File: config.mk
export PLATFORM = sky130hd
export DESIGN_NAME = asp_ctrl
export DESIGN_NICKNAME = d
export VERILOG_FILES = /design/src/asp_pkg.sv /design/src/asp_ctrl.sv
export SDC_FILE = /design/constraint.sdc
export NUM_CORES = 1
export LEC_CHECK = 0
export BUFFER_PORTS_ARGS = -buffer_cell sky130_fd_sc_hd__buf_2
export CORE_AREA = 5 5 42 44
export DETAILED_ROUTE_END_ITERATION = 10
export DIE_AREA = 0 0 47 49
export MAX_ROUTING_LAYER = met4
export PLACE_DENSITY = 0.47
export SLEW_MARGIN = 5
export SYNTH_ARGS = -nofsm -noshare
export SYNTH_HDL_FRONTEND = slang
export SYNTH_SLANG_ARGS = --single-unit
File: constraint.sdc
create_clock -name clk -period 1.5 [get_ports clk]
set_clock_uncertainty 0.05 [all_clocks]
set_input_delay 0.075 -clock clk [delete_from_list [all_inputs] [get_ports clk]]
set_output_delay 0.075 -clock clk [all_outputs]
set_load 0.1 [all_outputs]
File: src/asp_pkg.sv
// Package for the aging slot pool: types, constants and codes.
package asp_pkg;

  localparam int SLOTS = 16;
  localparam int SLOT_W = $clog2(SLOTS);
  localparam int CNT_W = $clog2(SLOTS + 1);
  localparam int LIST_MAX = 16;
  localparam logic [15:0] DT_MAX_MS = 16'd100;
  localparam logic [23:0] REACH_MIN = 24'd26;
  localparam logic [19:0] AGE_MAX = 20'hFFFFF;

  typedef enum logic [1:0] {
    REQ_SPAWN = 2'd0,
    REQ_TICK  = 2'd1,
    REQ_QUERY = 2'd2,
    REQ_CLEAR = 2'd3
  } req_t;

  typedef enum logic [1:0] {
    KIND_SPAWN = 2'd0,
    KIND_DONE  = 2'd1,
    KIND_ENTRY = 2'd2,
    KIND_END   = 2'd3
  } kind_t;

  typedef struct packed {
    logic [1:0]         req_type;
    logic signed [23:0] pos_x;
    logic signed [23:0] pos_y;
    logic signed [23:0] pos_z;
    logic               keep_forever;
    logic [19:0]        life_ms;
    logic [15:0]        delta_ms;
    logic [23:0]        reach;
    logic [4:0]         list_room;
  } in_item_t;

  typedef struct packed {
    logic [1:0]         kind;
    logic [31:0]        entry_id;
    logic signed [23:0] entry_x;
    logic signed [23:0] entry_y;
    logic signed [23:0] entry_z;
    logic               entry_persistent;
    logic [19:0]        entry_life;
    logic [19:0]        entry_age;
    logic [4:0]         live_total;
    logic [4:0]         listed_total;
    logic               last;
  } out_item_t;

  typedef enum logic [2:0] {
    ST_IDLE,
    ST_SCAN,
    ST_DIST,
    ST_SUM,
    ST_EVICT,
    ST_DONE
  } state_t;

  // Commands from the controller to the datapath.
  typedef struct packed {
    logic             load;     // capture the request
    logic             scan_rst; // set slot index to zero
    logic             step;     // advance slot index
    logic             tick_upd; // age the current slot
    logic             sq_en;    // register squared deltas
    logic             sum;      // register distance compare
    logic             emit_ent; // list current slot
    logic             spawn_wr; // write picked slot
    logic             emit_fin; // emit final result
    logic             clear;    // empty the pool
  } dp_cmd_t;

  // Status from the datapath.
  typedef struct packed {
    logic             slot_last; // index at final slot
    logic             cur_live;
    logic             cur_keep;
    logic             in_reach;
    logic             room_left;
    logic             have_free;
    logic [1:0]       req;
  } dp_sts_t;

endpackage

File: src/asp_ctrl.sv
// Controller state machine for the aging slot pool.
module asp_ctrl (
  input  logic             clk,
  input  logic             rst_n,
  input  logic             start,
  output logic             busy,
  input  asp_pkg::dp_sts_t sts,
  output asp_pkg::dp_cmd_t cmd
);
  import asp_pkg::*;

  state_t state_r, state_nxt;

  // State register.
  always_ff @(posedge clk) begin
    if (!rst_n) begin
      state_r <= ST_IDLE;
    end else begin
      state_r <= state_nxt;
    end
  end

  // Next state and commands.
  always_comb begin
    state_nxt = state_r;
    cmd = '0;
    busy = (state_r != ST_IDLE);
    case (state_r)
      ST_IDLE: begin
        if (start) begin
          cmd.load = 1'b1;
          cmd.scan_rst = 1'b1;
          state_nxt = ST_SCAN;
        end
      end
      ST_SCAN: begin
        case (sts.req)
          REQ_SPAWN: begin
            // Free slot search was done in one lookup; else walk from cursor.
            if (sts.have_free) begin
              cmd.spawn_wr = 1'b1;
              state_nxt = ST_DONE;
            end else begin
              state_nxt = ST_EVICT;
            end
          end
          REQ_TICK: begin
            cmd.tick_upd = 1'b1;
            cmd.step = 1'b1;
            if (sts.slot_last) state_nxt = ST_DONE;
          end
          REQ_QUERY: begin
            cmd.sq_en = 1'b1;
            state_nxt = ST_DIST;
          end
          default: begin
            cmd.clear = 1'b1;
            state_nxt = ST_DONE;
          end
        endcase
      end
      ST_DIST: begin
        cmd.sum = 1'b1;
        state_nxt = ST_SUM;
      end
      ST_SUM: begin
        if (sts.cur_live && sts.room_left && sts.in_reach) cmd.emit_ent = 1'b1;
        cmd.step = 1'b1;
        state_nxt = sts.slot_last ? ST_DONE : ST_SCAN;
      end
      ST_EVICT: begin
        // Walk from the cursor until a non-persistent slot is found or every slot has been tried.
        if (!sts.cur_keep) begin
          cmd.spawn_wr = 1'b1;
          state_nxt = ST_DONE;
        end else if (sts.slot_last) begin
          state_nxt = ST_DONE;
        end else begin
          cmd.step = 1'b1;
        end
      end
      ST_DONE: begin
        cmd.emit_fin = 1'b1;
        state_nxt = ST_IDLE;
      end
      default: state_nxt = ST_IDLE;
    endcase
  end

endmodule

==> results of run 1 <==
## layout by cell type, fill, tap and decap left out, types with 2 or more instances in the layout
cell type / netlist / final
nor4_4: 0 / 2
clkbuf_4: 0 / 3
o21ai_0: 3 / 3
inv_1: 4 / 4
a21oi_1: 2 / 2
buf_4: 1 / 2
dfxtp_4: 0 / 2
buf_12: 0 / 10
buf_2: 2 / 11
nor2_2: 0 / 2
nor2_1: 6 / 2
nand2_1: 2 / 2
nor2_4: 0 / 2
## final cells by class
cell class,count,area (um^2)
Clock buffer,4,26.3
Timing Repair Buffer,24,275
Tap cell,16,20.0
Sequential cell,3,68.8
Fill cell,141,688
Inverter,4,15.0
Multi-Input combinational cell,32,308
## kinds of logic after synthesis
family          after synthesis
flops                         3
compound gates               10
xor+xnor                      1
simple gates                 21
buf+inv                       8
## through the flow
step	cell area, um^2	TNS (ns)	util	worst slack (ns)
2_1_floorplan	422	-1.69	-	-0.429
3_3_place_gp	658	0	0.470	0.116
3_5_place_dp	658	0	0.470	0.0940
4_1_cts	698	-0.00248	0.498	-0.00248
5_1_grt	713	-0.0974	0.509	-0.0364
6_report	713	0	0.509	0.0284
## repair_timing
item,4_1_cts,5_1_grt
setup endpoints to repair,8,7
setup buffers,0,1
gates resized for setup,4,4
pin swaps,1,1
## layer usage
layer | up-vias | global-route usage | wire, um
li1 | 203 | - | -
met3 | 3 | 0.0148 | 77
met4 | 0 | 0.0829 | 27
met2 | 20 | 0.122 | 439
met5 | - | - | 0
met1 | 179 | 0.120 | 378
## critical path: stages (launching register included)
cell     delay (ns)
dfxtp_4        0.38
or2b_4         0.31
nor4_4         0.20
buf_12         0.21
## cells in the mapped netlist
library cell,instances,share of area
nor4b_1,1,0.029
inv_1,4,0.050
a41o_1,1,0.033
nor4_1,2,0.042
nor3b_1,1,0.025
nor2b_1,1,0.021
o32ai_1,1,0.029
or3_1,1,0.021
a31o_2,1,0.029
nand4_1,1,0.021
o31a_1,1,0.029
buf_6,1,0.038
dfxtp_1,3,0.20
nor2_1,6,0.075
nand2b_1,1,0.021
nand2_1,2,0.025
buf_4,1,0.025
o21ai_0,3,0.050
and3_1,3,0.063
xor2_1,1,0.029
or2b_1,1,0.025
o21a_1,1,0.025
or4_1,1,0.025
buf_2,2,0.033
a21oi_1,2,0.033
## worst max path at each step
stage | startpoint | end | slack (ns) | depth (start not counted)
4_1_cts | state_r[0] | cmd[0] | -0.002 | 3
2_1_floorplan | state_r[2] | cmd[9] | -0.43 | 4
5_1_grt | state_r[0] | cmd[0] | -0.04 | 3
6_report | state_r[2] | cmd[0] | 0.03 | 3
3_5_place_dp | state_r[0] | cmd[0] | 0.09 | 3
3_3_place_gp | state_r[0] | cmd[0] | 0.12 | 3
## power by group through the flow
stage	Sequential, W	Clock, W	Combinational [W]
after floorplan	0.0000969	0	0.000370
after global placement	0.000114	0	0.000457
after detailed placement	0.000114	0	0.000456
after CTS	0.000116	0.000151	0.000462
after global routing	0.000118	0.000162	0.000488
final	0.000114	0.000145	0.000470
==> impl_metrics.json, run 1 <==
{
  "status": "finished clean",
  "clock_latency_ns": 0.24,
  "comb_power_share": 0.645,
  "antenna_found_initial": 0,
  "grt_pass1_vias": 376,
  "p_sw_w": 0.000370,
  "path_max_fanout": 12,
  "root_buffer": "clkbuf_4",
  "synth_simple_gate_area_frac": 0.393,
  "htree_levels": 1,
  "cts_tree": "built",
  "synth_cells": 43,
  "synth-compound-area-share": 0.230,
  "vias": 405,
  "synth.distinct_cells": 25,
  "holdPathStages": 2,
  "dp_cells": 78,
  "wl_per_cell_um": 11.1,
  "cp.required_ns": 1.37,
  "clock-sinks": 3,
  "fmax_mhz": 680,
  "period_share": 0.981,
  "row_count": 14,
  "hold_viol_final": 0,
  "area_growth_pct": 138,
  "setup_viol": 0,
  "yosysWarnings": 0,
  "avgSynthCellArea_um2": 6.95,
  "ir_drop_mv": 0.426,
  "clk_pin_slew_ns": 0.04,
  "reg2regPathDepth": 4,
  "drc": 0,
  "rsz0062_at_grt": "yes",
  "slew_headroom": 0.680,
  "drive_gt1_frac": 0.672,
  "reg.largest.list": "state_r: 3 flops",
  "overflow": 0,
  "drt-total-wl_um": 923,
  "rr_endpoint": "state_r[0]",
  "grt.total_usage": 0.0944,
  "largest_register_ff_count": 3,
  "hp-class": "input pin to flip-flop",
  "grt_first_pass_wirelength_um": 1530,
  "syn_nets": 54,
  "floorplan.die.width_um": 47,
  "ant_nets": 0,
  "arrival_ns": 1.35,
  "clock_power_share": 0.198,
  "switching_share": 0.508,
  "layout_min_cycle_time_ns": 1.47,
  "portBuffers": 21,
  "whs_ns": 0.0461,
  "worstReg2RegStart": "state_r[0]",
  "hold_buffers": 0,
  "finalNonFillerCells": 83,
  "r2r_slack_ns": 0.06,
  "syn-cell-area_um2": 299,
  "io_pins": 22,
  "synth_seq_cells": 3,
  "crit_type": "flip-flop to primary output",
  "synth_xor_area_frac": 0.0293,
  "top_register": "state_r",
  "cp-end-kind": "primary output",
  "dr.pass1.iters": 4,
  "drv_slew": 0,
  "nNetsFinal": 79,
  "initial_utilization": 0.213,
  "cap_violations": 0,
  "cts.path.max_buffers": 2,
  "grt_max_degree": 13,
  "hp-start": "rst_n",
  "die-area_mm2": 0.00230,
  "die_h_um": 49,
  "cts_made_buffers": 3,
  "core_area_mm2": 0.00140,
  "via_per_inst": 4.88,
  "p_leak_nw": 0.292,
  "n_antenna_cell": 0,
  "synth_top_family_by_area": "simple AND/OR/NAND/NOR gates",
  "muxShareOfSynthArea": 0,
  "dr.first_iter.drc_count": 9,
  "place.gp.congestion": 0.712,
  "p_per_area_mw_per_mm2": 1020,
  "hpwlAfterDp_um": 759,
  "critical_path.startpoint_type": "flip-flop",
  "min_to": "state_r[2]",
  "synth-seq-area-share": 0.201,
  "synthAdderAreaFrac": 0,
  "seqPwrFrac": 0.157,
  "tightest_slew_ns": 0.483,
  "total_power_w": 0.000729,
  "p_int_w": 0.000359
}
Note: power is estimated with default switching activity, not from simulation.
==> inputs of run 2 (changes only) <==
- ABC_CLOCK_PERIOD_IN_PS: not set -> 1500
- SETUP_SLACK_MARGIN: not set -> 0.15
==> impl_metrics.json, run 2 (same netlist as run 1, synthesis figures left out) <==
{
  "status": "finished clean",
  "grtUsageMet3": 0.0258,
  "nNetsFinal": 91,
  "p_sw_w": 0.000397,
  "clock_power_share": 0.162,
  "regArea_um2": 71.3,
  "clk_pin_slew_ns": 0.04,
  "core_area_mm2": 0.00140,
  "setup_viol": 0,
  "final_common_cell": "buf_12",
  "hp-class": "input pin to flip-flop",
  "switching_share": 0.472,
  "multi_input_area_um2": 344,
  "cts.path.max_buffers": 2,
  "max_stage_delay_ns": 0.36,
  "io_pins": 22,
  "fmax_mhz": 679,
  "ant_nets": 0,
  "hold_buffers": 0,
  "vias": 448,
  "grt.total_usage": 0.120,
  "finalSetupTns_ns": 0,
  "die_h_um": 49,
  "whs_ns": 0.0749,
  "worstReg2RegStart": "state_r[0]",
  "grt_pass1_vias": 491,
  "hp-start": "rst_n",
  "top_register": "state_r",
  "met2_usage": 0.181,
  "p_per_area_mw_per_mm2": 954,
  "dr.first_iter.drc_count": 2,
  "portBuffers": 21,
  "hpwlAfterDp_um": 824,
  "cts_made_buffers": 3,
  "path_delay_family": "simple AND/OR/NAND/NOR gates",
  "slew_headroom": 0.812,
  "grt_first_pass_wirelength_um": 2060,
  "hold_viol_final": 0,
  "reg.largest.list": "state_r: 3 flops",
  "rsz0062_at_grt": "yes",
  "cap_violations": 0,
  "drive_gt1_frac": 0.759,
  "ir_drop_mv": 0.486,
  "place.gp.congestion": 0.789,
  "p_leak_nw": 0.373,
  "p_int_w": 0.000444,
  "path_cells": "or2b_4 > nor4_4 > buf_12",
  "rr_endpoint": "state_r[0]",
  "path_max_fanout": 5,
  "cts_tree": "built",
  "cpMaxStageDelayCell": "dfxtp_4",
  "min_to": "state_r[2]",
  "area_growth_pct": 195,
  "n_antenna_cell": 0,
  "grt_max_degree": 8,
  "largest_register_ff_count": 3,
  "die-area_mm2": 0.00230,
  "worst-path-buf-inv": 1,
  "cp.required_ns": 1.37,
  "r2r_slack_ns": 0.12,
  "busiest_layer": "met2",
  "antenna_found_initial": 0,
  "clock_latency_ns": 0.23,
  "tightest_slew_ns": 0.280,
  "comb_power_share": 0.709,
  "arrival_ns": 1.35,
  "cp-end-kind": "primary output",
  "met1_usage": 0.159,
  "drc": 0,
  "mostFrequentLayoutCells": "buf_12 (11), buf_2 (10), buf_4 (9)",
  "reg2regPathDepth": 4,
  "dr.pass1.iters": 2,
  "holdPathStages": 2,
  "layout_min_cycle_time_ns": 1.47,
  "wl_per_cell_um": 12.6,
  "crit_type": "flip-flop to primary output",
  "drt-total-wl_um": 1200,
  "clock-sinks": 3,
  "drv_slew": 0,
  "initial_utilization": 0.213,
  "floorplan.die.width_um": 47,
  "root_buffer": "clkbuf_4",
  "htree_levels": 1,
  "row_count": 14,
  "fill_cells": 116,
  "seqPwrFrac": 0.129,
  "period_share": 0.981,
  "critical_path.startpoint_type": "flip-flop",
  "overflow": 0,
  "via_per_inst": 4.72
}
==> run 2: per-stage QoR <==
step | util | setup WS, ns | total power (W) | cell area, um^2 | instances
final | 0.629 | 0.0280 | 0.000842 | 882 | 95
after CTS | 0.603 | 0.0376 | 0.000816 | 845 | 92
after floorplan | - | -0.429 | 0.000468 | 427 | 43
after detailed placement | 0.484 | 0.0722 | 0.000601 | 678 | 78
after global routing | 0.629 | -0.0220 | 0.000886 | 882 | 95
after global placement | 0.484 | 0.0718 | 0.000600 | 678 | 78
==> run 2: worst reg2reg max path, stage by stage, from the launching register on <==
cell,delay [ns]
dfxtp_4,0.35
buf_4,0.14
or4_4,0.47
and3_4,0.17
o31a_1,0.09
==> run 2: final cells by class <==
type / instances / share of cell area
repair buffers: 36 / 0.460
well taps: 16 / 0.0227
multi-input cells: 32 / 0.390
flip-flops and latches: 3 / 0.0809
clock buffers: 4 / 0.0298
inverters: 4 / 0.0170
==> run 2: timing repair <==
action	4_1_cts	5_1_grt
pin swaps	8	5
setup buffers	10	3
hold endpoints to repair	0	0
gates resized for setup	19	4
endpoints found under the setup margin	10	12
==> run 2: worst max-delay path by stage <==
stage,slack [ns],end,depth (start not counted),from
after floorplan,-0.43,cmd[9],4,state_r[2]
after global placement,0.07,cmd[2],4,state_r[0]
after detailed placement,0.07,cmd[5],4,state_r[0]
after CTS,0.04,cmd[6],3,state_r[0]
after global routing,-0.02,cmd[0],3,state_r[0]
final,0.03,cmd[6],3,state_r[0]
==> run 2: metal layers <==
layer | wire (um) | part of all wire | vias to the layer above
li1 | - | - | 224
met1 | 495 | 0.41 | 213
met2 | 650 | 0.54 | 11
met3 | 54 | 0.045 | 0
met4 | 0 | 0 | 0
met5 | 0 | 0 | -
==> run 2: power groups by stage <==
stage               clock [W]  combinational [W]  sequential, W
global placement            0           0.000486       0.000113
floorplan                   0           0.000371      0.0000969
finish               0.000137           0.000597       0.000108
global route         0.000155           0.000621       0.000111
detailed placement          0           0.000487       0.000114
CTS                  0.000138           0.000573       0.000106
==> inputs of run 3 (changes only) <==
==> constraint.sdc (replaced) <==
create_clock -name clk -period 1.5 [get_ports clk]
set_clock_uncertainty 0.05 [all_clocks]
set_input_delay 0.225 -clock clk [delete_from_list [all_inputs] [get_ports clk]]
set_output_delay 0.225 -clock clk [all_outputs]
set_load 0.1 [all_outputs]
==> impl_metrics.json, run 3 (same netlist as run 1, synthesis figures left out) <==
{
  "status": "complete, but fails checks",
  "violations": "negative setup slack",
  "tightest_slew_ns": 0.262,
  "fill_cells": 126,
  "cap_violations": 0,
  "cp.required_ns": 1.22,
  "mostFrequentLayoutCells": "buf_12 (11), buf_2 (10), buf_4 (7)",
  "hpwlAfterDp_um": 816,
  "grt.total_usage": 0.110,
  "grtUsageMet3": 0,
  "grt_first_pass_wirelength_um": 1810,
  "top_register": "state_r",
  "cts_made_buffers": 3,
  "largest_register_ff_count": 3,
  "hp-class": "input pin to flip-flop",
  "vias": 418,
  "drv_slew": 0,
  "crit_type": "flip-flop to primary output",
  "arrival_ns": 1.42,
  "clock_power_share": 0.185,
  "wl_per_cell_um": 11.9,
  "ir_drop_mv": 0.468,
  "clock-sinks": 3,
  "final_common_cell": "buf_12",
  "antenna_found_initial": 0,
  "drc": 0,
  "p_per_area_mw_per_mm2": 1000,
  "row_count": 14,
  "dr.pass1.iters": 4,
  "grt_max_degree": 13,
  "rsz0062_at_grt": "yes",
  "root_buffer": "clkbuf_4",
  "n_antenna_cell": 0,
  "critical_path.startpoint_type": "flip-flop",
  "drt-total-wl_um": 1070,
  "area_growth_pct": 177,
  "place.gp.congestion": 0.774,
  "cp-end-kind": "primary output",
  "layout_min_cycle_time_ns": 1.70,
  "busiest_layer": "met2",
  "portBuffers": 21,
  "p_sw_w": 0.000402,
  "io_pins": 22,
  "htree_levels": 1,
  "core_area_mm2": 0.00140,
  "switching_share": 0.485,
  "fmax_mhz": 590,
  "dr.first_iter.drc_count": 5,
  "initial_utilization": 0.213,
  "clk_pin_slew_ns": 0.04,
  "whs_ns": 0.183,
  "drive_gt1_frac": 0.743,
  "die_h_um": 49,
  "period_share": 1.13,
  "ant_nets": 0,
  "met1_usage": 0.136,
  "path_max_fanout": 4,
  "p_int_w": 0.000427,
  "via_per_inst": 4.64,
  "hold_viol_final": 0,
  "slew_headroom": 0.824,
  "setup_viol": 10,
  "cts.path.max_buffers": 2,
  "die-area_mm2": 0.00230,
  "met2_usage": 0.163,
  "comb_power_share": 0.681,
  "nNetsFinal": 86,
  "clock_latency_ns": 0.25,
  "finalSetupTns_ns": -1.25,
  "overflow": 0,
  "seqPwrFrac": 0.134,
  "p_leak_nw": 0.340,
  "worst_slack_ns": -0.195,
  "grt_pass1_vias": 440,
  "cts_tree": "built",
  "floorplan.die.width_um": 47,
  "reg.largest.list": "state_r: 3 flops"
}
run 3: cell types whose count changed in the layout (fill, tap and decap cells not counted), sizes merged:
cell  before  now
buf       36   31
run 3: metal layers:
metal | up-vias | wire length (um)
li1 | 215 | -
met1 | 188 | 407
met2 | 13 | 581
met3 | 2 | 54
met4 | 0 | 27
met5 | - | 0
run 3: layout make-up:
| cell class | count | area, um^2 | share of cell area |
|---|---|---|---|
| timing repair buffer | 31 | 357 | 0.431 |
| multi-input combinational | 32 | 340 | 0.411 |
| sequential | 3 | 68.8 | 0.0832 |
| clock buffer | 4 | 26.3 | 0.0318 |
| tap | 16 | 20.0 | 0.0242 |
| inverter | 4 | 15.0 | 0.0182 |
run 3: worst paths after layout:
path / slack (ns) / to / cells past startpoint / start
setup / recovery: -0.20 / cmd[8] / 4 / state_r[0]
hold / removal: 0.18 / state_r[2] / 2 / rst_n
setup reg to reg: 0.09 / state_r[1] / 5 / state_r[0]
hold reg to reg: 0.60 / state_r[0] / 2 / state_r[2]
run 3: power groups by stage:
stage | logic [W] | registers [W] | clock network (W)
2_1_floorplan | 0.000373 | 0.0000969 | 0
3_3_place_gp | 0.000512 | 0.000109 | 0
3_5_place_dp | 0.000512 | 0.000109 | 0
4_1_cts | 0.000543 | 0.000109 | 0.000150
5_1_grt | 0.000589 | 0.000113 | 0.000166
6_report | 0.000565 | 0.000111 | 0.000153
run 3: critical path, stage by stage, from the launching register on:
cell and delay [ns]:
dfxtp_2 0.33, buf_6 0.12, or3_4 0.38, nor2_4 0.15, buf_12 0.19
run 3: per-stage QoR:
step                      cells  worst slack [ns]  utilization  total power [W]  area, um^2
final                        90            -0.195        0.590         0.000828         827
after global routing         90            -0.233        0.590         0.000867         827
after CTS                    88            -0.176        0.556         0.000801         779
after detailed placement     81          -0.00241        0.503         0.000621         704
after global placement       81          -0.00321        0.503         0.000621         704
after floorplan              43            -0.579            -         0.000470         430
run 3: timing repair:
action,in CTS,in global routing
buffers inserted,3,2
hold buffers,0,0
gates resized for setup,7,9
pin swaps,6,4
endpoints found under the setup margin,13,14
